--- src/hw/rtl/pidarr_pkg.sv ---
// ----------------------------------------------------------------------------
// pidarr_pkg
// Shared constants and types for the positional insert/delete list.
// ----------------------------------------------------------------------------
package pidarr_pkg;

    // Storage geometry
    localparam int DEPTH     = 16;
    localparam int WORD_BITS = 32;
    localparam int IDX_BITS  = $clog2(DEPTH);
    localparam int CNT_BITS  = $clog2(DEPTH + 1);
    localparam int POS_BITS  = 8;
    localparam int KIND_BITS = 2;

    // Operation codes; any other code reads
    localparam logic [KIND_BITS-1:0] KIND_INSERT = 2'd0;
    localparam logic [KIND_BITS-1:0] KIND_REMOVE = 2'd1;

    // Result status codes
    typedef enum logic [1:0] {
        ST_OK     = 2'd0,
        ST_BEYOND = 2'd1,
        ST_FULL   = 2'd2,
        ST_EMPTY  = 2'd3
    } t_status;

    // Controller states
    typedef enum logic {
        S_IDLE,
        S_HOLD
    } t_ctrl_state;

    // Commands from controller to datapath
    typedef struct packed {
        logic capture;
        logic execute;
    } t_dp_cmd;

endpackage

--- src/hw/rtl/positional_insert_delete_array.sv ---
// ----------------------------------------------------------------------------
// positional_insert_delete_array
// Bounded ordered list of words with insert, remove and indexed read.
// ----------------------------------------------------------------------------
// Each input beat is one operation and gives exactly one result beat. An
// operation first captures the beat; then the row of entry cells shifts up
// or down in parallel and the result register is loaded. No new beat is
// taken until the previous one has executed. A new beat is accepted while
// the previous result still waits; the operation then holds until the
// result register is free. The capacity register is written through its
// own channel, always ready, and must only be written while no operation
// is in flight.
module positional_insert_delete_array (
    input  logic                                   i_clk,
    input  logic                                   i_rst_n,
    input  logic                                   i_cfg_valid,
    output logic                                   o_cfg_ready,
    input  logic [pidarr_pkg::CNT_BITS-1:0]        i_cfg_data,
    input  logic                                   i_in_valid,
    output logic                                   o_in_ready,
    input  logic [pidarr_pkg::KIND_BITS-1:0]       i_kind,
    input  logic [pidarr_pkg::POS_BITS-1:0]        i_position,
    input  logic [pidarr_pkg::WORD_BITS-1:0]       i_value,
    output logic                                   o_out_valid,
    input  logic                                   i_out_ready,
    output logic [1:0]                             o_status,
    output logic [pidarr_pkg::POS_BITS-1:0]        o_used_index,
    output logic [pidarr_pkg::WORD_BITS-1:0]       o_read_value,
    output logic [pidarr_pkg::CNT_BITS-1:0]        o_count
);
    import pidarr_pkg::*;

    t_dp_cmd w_cmd;

    // Configuration is taken on any cycle
    assign o_cfg_ready = 1'b1;

    // Controller
    pidarr_ctrl u_ctrl (
        .i_clk       (i_clk),
        .i_rst_n     (i_rst_n),
        .i_in_valid  (i_in_valid),
        .o_in_ready  (o_in_ready),
        .o_out_valid (o_out_valid),
        .i_out_ready (i_out_ready),
        .o_cmd       (w_cmd)
    );

    // Datapath
    pidarr_dp u_dp (
        .i_clk        (i_clk),
        .i_rst_n      (i_rst_n),
        .i_cmd        (w_cmd),
        .i_cfg_we     (i_cfg_valid),
        .i_cfg_data   (i_cfg_data),
        .i_kind       (i_kind),
        .i_position   (i_position),
        .i_value      (i_value),
        .o_status     (o_status),
        .o_used_index (o_used_index),
        .o_read_value (o_read_value),
        .o_count      (o_count)
    );

endmodule

--- src/hw/rtl/pidarr_ctrl.sv ---
// ----------------------------------------------------------------------------
// pidarr_ctrl
// Handshake controller: takes one beat at a time into the datapath, fires
// the operation once the result register is free and tracks result valid.
// ----------------------------------------------------------------------------
module pidarr_ctrl (
    input  logic               i_clk,
    input  logic               i_rst_n,
    input  logic               i_in_valid,
    output logic               o_in_ready,
    output logic               o_out_valid,
    input  logic               i_out_ready,
    output pidarr_pkg::t_dp_cmd o_cmd
);
    import pidarr_pkg::*;

    t_ctrl_state r_state;
    t_ctrl_state n_state;
    logic        r_out_valid;
    logic        n_out_valid;

    // State and result-valid registers
    always_ff @(posedge i_clk) begin
        if (!i_rst_n) begin
            r_state     <= S_IDLE;
            r_out_valid <= 1'b0;
        end else begin
            r_state     <= n_state;
            r_out_valid <= n_out_valid;
        end
    end

    // Next state and commands
    always_comb begin
        n_state       = r_state;
        n_out_valid   = r_out_valid;
        o_cmd.capture = 1'b0;
        o_cmd.execute = 1'b0;
        o_in_ready    = 1'b0;

        // drop the result beat once taken
        if (r_out_valid && i_out_ready) begin
            n_out_valid = 1'b0;
        end

        unique case (r_state)
            S_IDLE: begin
                o_in_ready = 1'b1;
                if (i_in_valid) begin
                    o_cmd.capture = 1'b1;
                    n_state       = S_HOLD;
                end
            end
            S_HOLD: begin
                // run the operation when the result slot is free
                if (!r_out_valid || i_out_ready) begin
                    o_cmd.execute = 1'b1;
                    n_out_valid   = 1'b1;
                    n_state       = S_IDLE;
                end
            end
            default: begin
                n_state = S_IDLE;
            end
        endcase
    end

    assign o_out_valid = r_out_valid;

endmodule

--- src/hw/rtl/pidarr_dp.sv ---
// ----------------------------------------------------------------------------
// pidarr_dp
// Datapath: row of entry cells that shift up or down in parallel, entry
// count, capacity register, input capture and result register.
// ----------------------------------------------------------------------------
module pidarr_dp (
    input  logic                                   i_clk,
    input  logic                                   i_rst_n,
    input  pidarr_pkg::t_dp_cmd                    i_cmd,
    input  logic                                   i_cfg_we,
    input  logic [pidarr_pkg::CNT_BITS-1:0]        i_cfg_data,
    input  logic [pidarr_pkg::KIND_BITS-1:0]       i_kind,
    input  logic [pidarr_pkg::POS_BITS-1:0]        i_position,
    input  logic [pidarr_pkg::WORD_BITS-1:0]       i_value,
    output logic [1:0]                             o_status,
    output logic [pidarr_pkg::POS_BITS-1:0]        o_used_index,
    output logic [pidarr_pkg::WORD_BITS-1:0]       o_read_value,
    output logic [pidarr_pkg::CNT_BITS-1:0]        o_count
);
    import pidarr_pkg::*;

    // Capacity and count
    logic [CNT_BITS-1:0]  r_capacity;
    logic [CNT_BITS-1:0]  r_count;
    logic [CNT_BITS-1:0]  n_count;

    // Captured operation
    logic [KIND_BITS-1:0] r_kind;
    logic [POS_BITS-1:0]  r_pos;
    logic [WORD_BITS-1:0] r_value;

    // Entry cells
    logic [WORD_BITS-1:0] r_entries [DEPTH];
    logic [WORD_BITS-1:0] n_entries [DEPTH];

    // Result register
    t_status              r_status;
    t_status              n_status;
    logic [POS_BITS-1:0]  r_used;
    logic [POS_BITS-1:0]  n_used;
    logic [WORD_BITS-1:0] r_rd;
    logic [WORD_BITS-1:0] n_rd;
    logic [CNT_BITS-1:0]  r_res_count;

    logic [CNT_BITS-1:0]  w_cap;
    logic [POS_BITS-1:0]  w_cap_ext;
    logic [POS_BITS-1:0]  w_count_ext;
    logic [IDX_BITS-1:0]  w_slot;
    logic                 w_write;

    // Limit capacity to the built depth
    assign w_cap       = (r_capacity > CNT_BITS'(DEPTH)) ? CNT_BITS'(DEPTH) : r_capacity;
    assign w_cap_ext   = POS_BITS'(w_cap);
    assign w_count_ext = POS_BITS'(r_count);

    // Decode the operation and form the shifted row
    always_comb begin
        n_status  = ST_OK;
        n_used    = r_pos;
        n_rd      = '0;
        n_count   = r_count;
        w_write   = 1'b0;
        w_slot    = r_pos[IDX_BITS-1:0];
        n_entries = r_entries;

        priority if (r_kind == KIND_INSERT) begin
            priority if (r_pos >= w_cap_ext) begin
                n_status = ST_BEYOND;
            end else if (r_count >= w_cap) begin
                n_status = ST_FULL;
            end else begin
                // append when the position is at or past the end
                if (r_pos >= w_count_ext) begin
                    n_used = w_count_ext;
                    w_slot = r_count[IDX_BITS-1:0];
                end
                w_write = 1'b1;
                n_count = r_count + 1'b1;
                for (int i = 0; i < DEPTH; i++) begin
                    if (IDX_BITS'(i) == w_slot) begin
                        n_entries[i] = r_value;
                    end else if (i > 0 && IDX_BITS'(i) > w_slot) begin
                        n_entries[i] = r_entries[(i > 0) ? i - 1 : 0];
                    end
                end
            end
        end else if (r_kind == KIND_REMOVE) begin
            if (r_pos >= w_count_ext) begin
                n_status = ST_EMPTY;
            end else begin
                w_write = 1'b1;
                n_count = r_count - 1'b1;
                // close the gap: each cell from the slot up to the one below the top takes its upper neighbour
                for (int i = 0; i < DEPTH - 1; i++) begin
                    if (IDX_BITS'(i) >= w_slot) begin
                        n_entries[i] = r_entries[i + 1];
                    end
                end
            end
        end else begin
            if (r_pos >= w_count_ext) begin
                n_status = ST_EMPTY;
            end else begin
                n_rd = r_entries[w_slot];
            end
        end
    end

    // Control registers: capacity and count
    always_ff @(posedge i_clk) begin
        if (!i_rst_n) begin
            r_capacity <= CNT_BITS'(DEPTH);
            r_count    <= '0;
        end else begin
            if (i_cfg_we) begin
                r_capacity <= i_cfg_data;
            end
            if (i_cmd.execute) begin
                r_count <= n_count;
            end
        end
    end

    // Capture the input beat
    always_ff @(posedge i_clk) begin
        if (i_cmd.capture) begin
            r_kind  <= i_kind;
            r_pos   <= i_position;
            r_value <= i_value;
        end
    end

    // Shift the entry row
    always_ff @(posedge i_clk) begin
        if (i_cmd.execute && w_write) begin
            r_entries <= n_entries;
        end
    end

    // Load the result register
    always_ff @(posedge i_clk) begin
        if (i_cmd.execute) begin
            r_status    <= n_status;
            r_used      <= n_used;
            r_rd        <= n_rd;
            r_res_count <= n_count;
        end
    end

    assign o_status     = r_status;
    assign o_used_index = r_used;
    assign o_read_value = r_rd;
    assign o_count      = r_res_count;

endmodule
--- config.mk ---
export PLATFORM = sky130hd
export DESIGN_NAME = positional_insert_delete_array
export DESIGN_NICKNAME = d
export VERILOG_FILES = /design/src/hw/rtl/pidarr_pkg.sv /design/src/hw/rtl/positional_insert_delete_array.sv /design/src/hw/rtl/pidarr_ctrl.sv /design/src/hw/rtl/pidarr_dp.sv
export SDC_FILE = /design/constraint.sdc
export NUM_CORES = 1
export LEC_CHECK = 0
export BUFFER_PORTS_ARGS = -buffer_cell sky130_fd_sc_hd__buf_2
export CORE_UTILIZATION = 30
export CTS_BUF_LIST = sky130_fd_sc_hd__clkbuf_4 sky130_fd_sc_hd__clkbuf_8
export DETAILED_ROUTE_END_ITERATION = 7
export HOLD_SLACK_MARGIN = 0.1
export MAX_ROUTING_LAYER = met4
export PLACE_DENSITY = 0.47
export SYNTH_ARGS = -nofsm -noshare
export SYNTH_HDL_FRONTEND = slang
export SYNTH_HIERARCHICAL = 1
export SYNTH_SLANG_ARGS = --single-unit
--- constraint.sdc ---
create_clock -name i_clk -period 8.6 [get_ports i_clk]
set_input_delay 0.43 -clock i_clk [delete_from_list [all_inputs] [get_ports i_clk]]
set_output_delay 0.43 -clock i_clk [all_outputs]
set_load 0.05 [all_outputs]
==> results.md, run 1 <==
* # fillers at 11.0k
* Seq. cell area at 18300 sq um
* Distinct cells, synth at 52
* GRT Residual Overflow at 0
* GRT Total Usage at 18.8%
* Nets@finish at 2857
* Remaining antenna violation count at 0
* Switching power at 0.00163 W
* Slew Limit Fails at 0
* Worst VDD drop at approximately 0.11 mV
* Fraction of registers with async set or reset after synthesis at 0%
* HPWL Detailed at 58.7 mm
* First-pass GRT wire length at 159 mm
* Worst Hold Class: in -> reg
* CORE AREA at between 100000 and 150000 sq um
* CTS sink count at 613
* Fmax at 190 MHz
* RSZ-0062 raised after global routing: no
* R2R setup slack at between 3000 and 4000 ps
* Mapped Avg Cell Area at 12.5 sq um
* Maxcap violations at 0
* Final Non-Filler Cells at 4378
* Drt via density at 5.40
* Final hold violation count at 0
* Critical Path RT at 8980 ps
* Final setup vio count at 0
* Crit path DAT at 5630 ps
* Post-synthesis sequential area ratio at a little over half
* Port Buffer Count at 100
* DR pass1 iterations at 6
* Post-synthesis instance total at about 2.7k
* Total negative slack at 0 ps
* Buffer depth of the longest clock path at 3
* Post-synth EDFFs at 601
* Placement Rows at about 120
* Sw frac at 24.5%
* Die height at 339 um
* Postcts setup bufs at 0
* Initial core utilization at 30.3%
* Area contributors post-synth: edfxtp_1 (53%), mux2i_1 (13%), mux4_2 (11%)
* Area taken by multi-input logic gates at 14700 sq um
* Max-Slew Margin vs Limit at 7.68%
* Critical Path Source Type: register
* Post-synth net total at 2786
* Slew @ Worst Pin at 1380 ps
* Endpoint class of the critical path: register
* Yosys top cell by area: edfxtp_1
* Fin crit share at around 60%
* Clock-pin slew on the worst setup and hold paths at around 60 ps
* Yosys top cell area share at 53.0%
* Combinational Power Share at 7.2%
* TritonCTS Buffers at 114
* Largest net degree at the start of global routing at 246
* Root Driver: clkbuf_8
* Pleak at 15.2 nW
* CTS tree: built
* Hold buffers post-CTS at 59
* Status: finished clean
* Vias in the first global route at 23.8k
* Main synth FF type: edfxtp_1
* Worst-skew pair later-pin latency at 770 ps
* Placer Congestion at 0.797
* Layout area overhead at 13.6%
* Number of remaining DRC errors at 0
* Internal power at 0.00504 W
* CP Class: reg -> reg
* Clock skew after layout at between 70 and 80 ps
* Htree depth at 3
* Wire length per cell at 24.4 um
* Pwr dens at around 170 nW/um^2
* Die W at ~340 um
* Placed cells at 4113
* Initial antenna violation count at 4
* Crit path max fanout at 44
* Via count at 23.7k
* Clock share of power at approximately 43%
* Post-cts sizing count at 0
* Total wire length at 107 mm
* Synth Cell Area at 34100 sq um
* Die area at roughly 110000 sq um
* Minimum clock period at 5250 ps
* Ys Warns at 6
* #FFs+latches synth at approximately 610
* I/O pin cnt at 102
* Flop pwr share at 50.3%
* Share of cells above drive strength 1 at between 10% and 20%
* DRT iter0 DRCs at 2246
[per-layer routing]
layer / part of all wire (%) / track usage (%) / wire [um] / vias to the layer above
li1: - / - / - / 10500
met2: 45 / 27.9 / 47700 / 873
met5: 0 / - / 0 / -
met4: 2.7 / 5.52 / 2930 / 0
met1: 47 / 26.4 / 49700 / 12100
met3: 6.0 / 2.83 / 6380 / 183
[kinds of logic after synthesis]
kind of cell / after synthesis / synth area share [%]
fa+ha+maj: 17 / 0.624
other cells: 1 / 0.0110
compound gates: 536 / 8.51
buf+inv: 263 / 3.69
xor+xnor: 4 / 0.103
flops: 613 / 53.7
simple gates: 615 / 7.36
mux: 668 / 26.0
[synth_stat cells, types with 6 or more instances]
cell        n
edfxtp_1  601
nand2_1   484
mux2i_1   457
o21ai_1   272
o21ai_0   190
clkbuf_1  185
mux4_2    160
nor2_1     47
mux2_2     41
and3_1     35
a22o_1     32
buf_6      25
buf_2      18
buf_1      17
ha_1       17
nor3_1     17
a21oi_1    13
dfxtp_1    12
mux2i_4    10
inv_1       8
nor2b_1     7
a31oi_1     6
nand2b_1    6
[cell type report]
cell class,instances,area share (%)
Sequential cell,613,47.3
Multi-Input combinational cell,1841,38.1
Clock buffer,170,5.22
Tap cell,1500,4.85
Timing Repair Buffer,208,3.87
Clock inverter,35,0.563
Inverter,10,0.0970
Antenna cell,1,0.00647
[worst max-delay path, cell delays in order, from the launching register on]
cell and delay (ps):
edfxtp_1 320, buf_4 710, inv_1 240, ha_1 360, nor2b_1 130, o21ai_0 90, a31oi_1 610, and3_2 310
buf_4 520, o21ai_0 260, a21oi_4 870, buf_4 430
[state kept, by name, summed over array words and instances, names as in the netlist]
| name | cells |
|---|---|
| u_dp/r_entries | 512 |
| u_dp/o_read_value | 32 |
| u_dp/r_value | 32 |
| u_dp/o_used_index | 8 |
| u_dp/r_pos | 8 |
| u_dp/o_count | 5 |
| u_dp/r_capacity | 5 |
| u_dp/r_count | 5 |
| u_dp/o_status | 2 |
| u_dp/r_kind | 2 |
| u_ctrl/o_out_valid | 1 |
| u_ctrl/r_state | 1 |
[placed cells by master (no fill, tap or decap), types with 4 or more instances in the layout]
master         Yosys  routed
edfxtp_1         601     601
nand2_1          484     484
mux2i_1          457     457
o21ai_1          272     272
o21ai_0          190     190
mux4_2           160     160
clkbuf_8           0     119
buf_2             18     100
dlygate4sd3_1      0      59
clkbuf_4           0      51
buf_4              4      46
nor2_1            47      42
mux2_2            41      37
and3_1            35      34
a22o_1            32      32
clkinv_1           2      26
ha_1              17      17
nor3_1            17      16
dfxtp_1           12      12
mux2i_4           10      10
inv_1              8       8
a21oi_1           13       8
nor2b_1            7       7
a31oi_1            6       6
nand2b_1           6       6
clkinv_2           0       5
a21oi_4            0       5
nor2_4             0       5
xnor2_1            4       4
nand3_1            5       4
mux2_4             0       4
[stage by stage]
stage / util [%] / cell area (sq um) / hold slack [ps] / power (W) / setup WS [ps]
after detailed placement: 31.9 / 35900 / 501 / 0.00388 / 3320
after floorplan: - / 34100 / 473 / 0.00373 / 2450
after CTS: 34.4 / 38700 / 292 / 0.00679 / 3240
after global placement: 31.9 / 35900 / 480 / 0.00387 / 3330
after global routing: 34.4 / 38700 / 327 / 0.00693 / 3070
final: 34.4 / 38700 / 381 / 0.00667 / 3350
[power groups by stage]
stage	registers, W	clock network [W]	logic (W)
after floorplan	0.00342	0	0.000304
after global placement	0.00342	0	0.000456
after detailed placement	0.00342	0	0.000462
after CTS	0.00336	0.00294	0.000485
after global routing	0.00336	0.00305	0.000519
final	0.00336	0.00283	0.000481
[final timing paths]
path                                     from  depth (start not counted)              endpoint
worst max-delay path            u_dp/r_pos[0]                         11   u_dp/r_entries[412]
worst min-delay path               i_value[1]                          2       u_dp/r_value[1]
worst max register to register  u_dp/r_pos[0]                         11   u_dp/r_entries[412]
worst min register to register  u_dp/r_pos[6]                          0  u_dp/o_used_index[6]
(Power assumes the default switching activity.)
==> inputs of run 2 (changes only) <==
- PLACE_DENSITY: 0.47 -> 0.49
- clock period: 8.6 -> 4.65 ns (I/O delays scaled with it)
==> run 2 against run 1 <==
  * Critical path depth decreased by 3
  * First-iteration DRC count increased by 10%
  * Largest cell class unchanged
  * Critical path type unchanged
  * Utilization increased by 0.35 points
  * Cell count increased by 0.73%
  * Final area increased by 1.0%
  * Non-clock buffer count increased by 32
==> results.md, run 2 (synthesized netlist as in run 1, its figures left out) <==
* Drt via density at 5.48 (+1.4%)
* Worst path buffer plus inverter count at 1 (-3)
* Hold Crit Depth at 2 (unchanged)
* Layout area overhead at 14.7%
* Die W at 339 um (unchanged)
* End of the worst hold path: u_dp/r_kind[0]
* Clock skew after layout at 43.2 ps (-28.1 ps)
* Area taken by multi-input logic gates at 14700 sq um (about the same)
* HPWL Detailed at 61.6 mm (+4.9%)
* TritonCTS Buffers at 112 (-1.8%)
* Crit path max fanout at 21 (-52%)
* Vias in the first global route at 24.3k (+2.3%)
* Final setup vio count at 0 (unchanged)
* Maxcap violations at 0 (unchanged)
* Root Driver: clkbuf_8
* CORE AREA at 112000 sq um (unchanged)
* DRT iter0 DRCs at 2479 (+10%)
* Total wire length at 110 mm (+3.2%)
* GRT Total Usage at 19.5% (+0.70 points)
* # fillers at 10.9k (-0.46%)
* Pleak at 15.4 nW (+1.2%)
* Htree depth at 3 (unchanged)
* Commonest non-fill, non-tap cell in the layout: edfxtp_1
* Fin crit share at 83.9% (+23 points)
* Slew Limit Fails at 0 (unchanged)
* R2R Path Start: u_dp/r_count[0]
* Pwr dens at 313 nW/um^2 (+81%)
* Endpoint class of the critical path: register
* Via count at 24.2k (+2.1%)
* DR pass1 iterations at 7 (+1)
* Routed met1 length at 49.9 mm (+0.29%)
* Worst Hold Class: in -> reg
* Placement Rows at 123 (unchanged)
* I/O pin cnt at 102 (unchanged)
* R2R Path End: u_dp/r_entries[422]
* Post-cts sizing count at 0 (unchanged)
* Post-route cell area at 39100 sq um (+1.0%)
* Biggest register: u_dp/r_entries
* RSZ-0062 raised after global routing: no
* Number of remaining DRC errors at 0 (unchanged)
* Max-Slew Margin vs Limit at 7.13% (-0.55 points)
* Hold path startpoint: i_kind[0]
* Worst-skew pair later-pin latency at 780 ps (about the same)
* Buffer depth of the longest clock path at 3 (unchanged)
* Reg2reg path depth at 8 (-3)
* Initial core utilization at 30.3% (unchanged)
* Total negative slack at 0 ps (unchanged)
* Highest metal used: met4
* Nets@finish at 2887 (+1.1%)
* Die area at 115000 sq um (unchanged)
* Largest register FFs at 512 (unchanged)
* Wire length per cell at 25.0 um (+2.5%)
* Crit path DAT at 4330 ps (-1300 ps)
* Initial antenna violation count at 3 (-1)
* Slowest cell on crit path: nor2_4
* CTS sink count at 613 (unchanged)
* Minimum clock period at 3900 ps (-1350 ps)
* Worst slack, placed at 789 ps (-2530 ps)
* Seq. cell area at 18300 sq um (unchanged)
* CTS tree: built
* Slew @ Worst Pin at 1390 ps (+8.29 ps)
* Placer Congestion at 0.803 (+0.77%)
* Die height at 339 um (unchanged)
* Status: finished clean
* CP delay by family, top: simple AND/OR/NAND/NOR gates
* Crit path largest cell delay at 810 ps (-60 ps)
* Placed cell areas at 36300 sq um (+1.3%)
* Fmax at 256 MHz (+35%)
* Critical Path RT at 5080 ps (-3900 ps)
* Share of cells above drive strength 1 at 20.2% (+0.40 points)
* Routed met3 length at 7.95 mm (+25%)
* First-pass GRT wire length at 164 mm (+3.2%)
* Worst VDD drop at 0.197 mV (+80%)
* CP Class: reg -> reg
* Largest net degree at the start of global routing at 227 (-7.7%)
* Critical Path Source Type: register
* GRT Residual Overflow at 0 (unchanged)
* Worst path cell trace: ha_1 -> nand2b_1 -> a2111o_1 -> a21o_1 -> nor4_1 -> o21ai_0 -> nor2_4 -> buf_4
* Remaining antenna violation count at 0 (unchanged)
* R2R setup slack at 750 ps (-2600 ps)
* Final hold violation count at 0 (unchanged)
* Met2 WL at 49.8 mm (+4.5%)
* Commonest non-fill, non-tap cells in the layout: edfxtp_1 (601), nand2_1 (484), mux2i_1 (457)
* Final core occ at 34.7% (+0.35 points)
* Port Buffer Count at 100 (unchanged)
* Clock-pin slew on the worst setup and hold paths at 60 ps (about the same)
* Worst setup slack after layout at 749 ps (-2600 ps)
==> run 2: timing repair <==
item / 4_1_cts / 5_1_grt
hold endpoints to repair: 54 / 0
hold buffers: 61 / 0
setup buffers: 0 / 0
==> run 2: worst max-delay path by stage <==
stage / slack [ps] / from / end / cells after the start
5_1_grt: 550 / u_dp/r_count[0] / u_dp/r_entries[422] / 8
4_1_cts: 740 / u_dp/r_pos[0] / u_dp/r_entries[422] / 9
2_1_floorplan: -900 / u_ctrl/o_out_valid / u_dp/r_entries[64] / 4
3_3_place_gp: 700 / u_dp/r_pos[0] / u_dp/r_entries[420] / 9
3_5_place_dp: 790 / u_dp/r_count[0] / u_dp/r_entries[422] / 8
6_report: 750 / u_dp/r_count[0] / u_dp/r_entries[422] / 8
==> run 2: metrics by stage <==
step	hold slack [ps]	total power, W	std cells
after global routing	161	0.0127	4410
after CTS	107	0.0124	4409
after global placement	410	0.00718	4143
final	183	0.0122	4410
after floorplan	331	0.00689	2717
after detailed placement	411	0.00719	4143
==> run 2: metal layers <==
| layer | up-vias | global-route usage [%] |
|---|---|---|
| li1 | 10500 | - |
| met1 | 12400 | 27.1 |
| met2 | 1069 | 29.0 |
| met3 | 206 | 3.26 |
| met4 | 0 | 5.66 |
| met5 | - | - |
==> run 2: report_power, final <==
| part | total (W) | internal [W] | switching (W) |
|---|---|---|---|
| sequential | 0.00621 | 0.00610 | 0.000105 |
| clock | 0.00510 | 0.00269 | 0.00241 |
| combinational | 0.000914 | 0.000359 | 0.000556 |
==> run 2: final cells by class <==
type,instances,share of cell area [%]
well taps,1500,4.80
multi-input cells,1841,37.7
repair buffers,240,5.10
clock inverters,54,0.739
inverters,10,0.0960
clock buffers,151,4.76
diodes,1,0.00640
flip-flops and latches,613,46.8
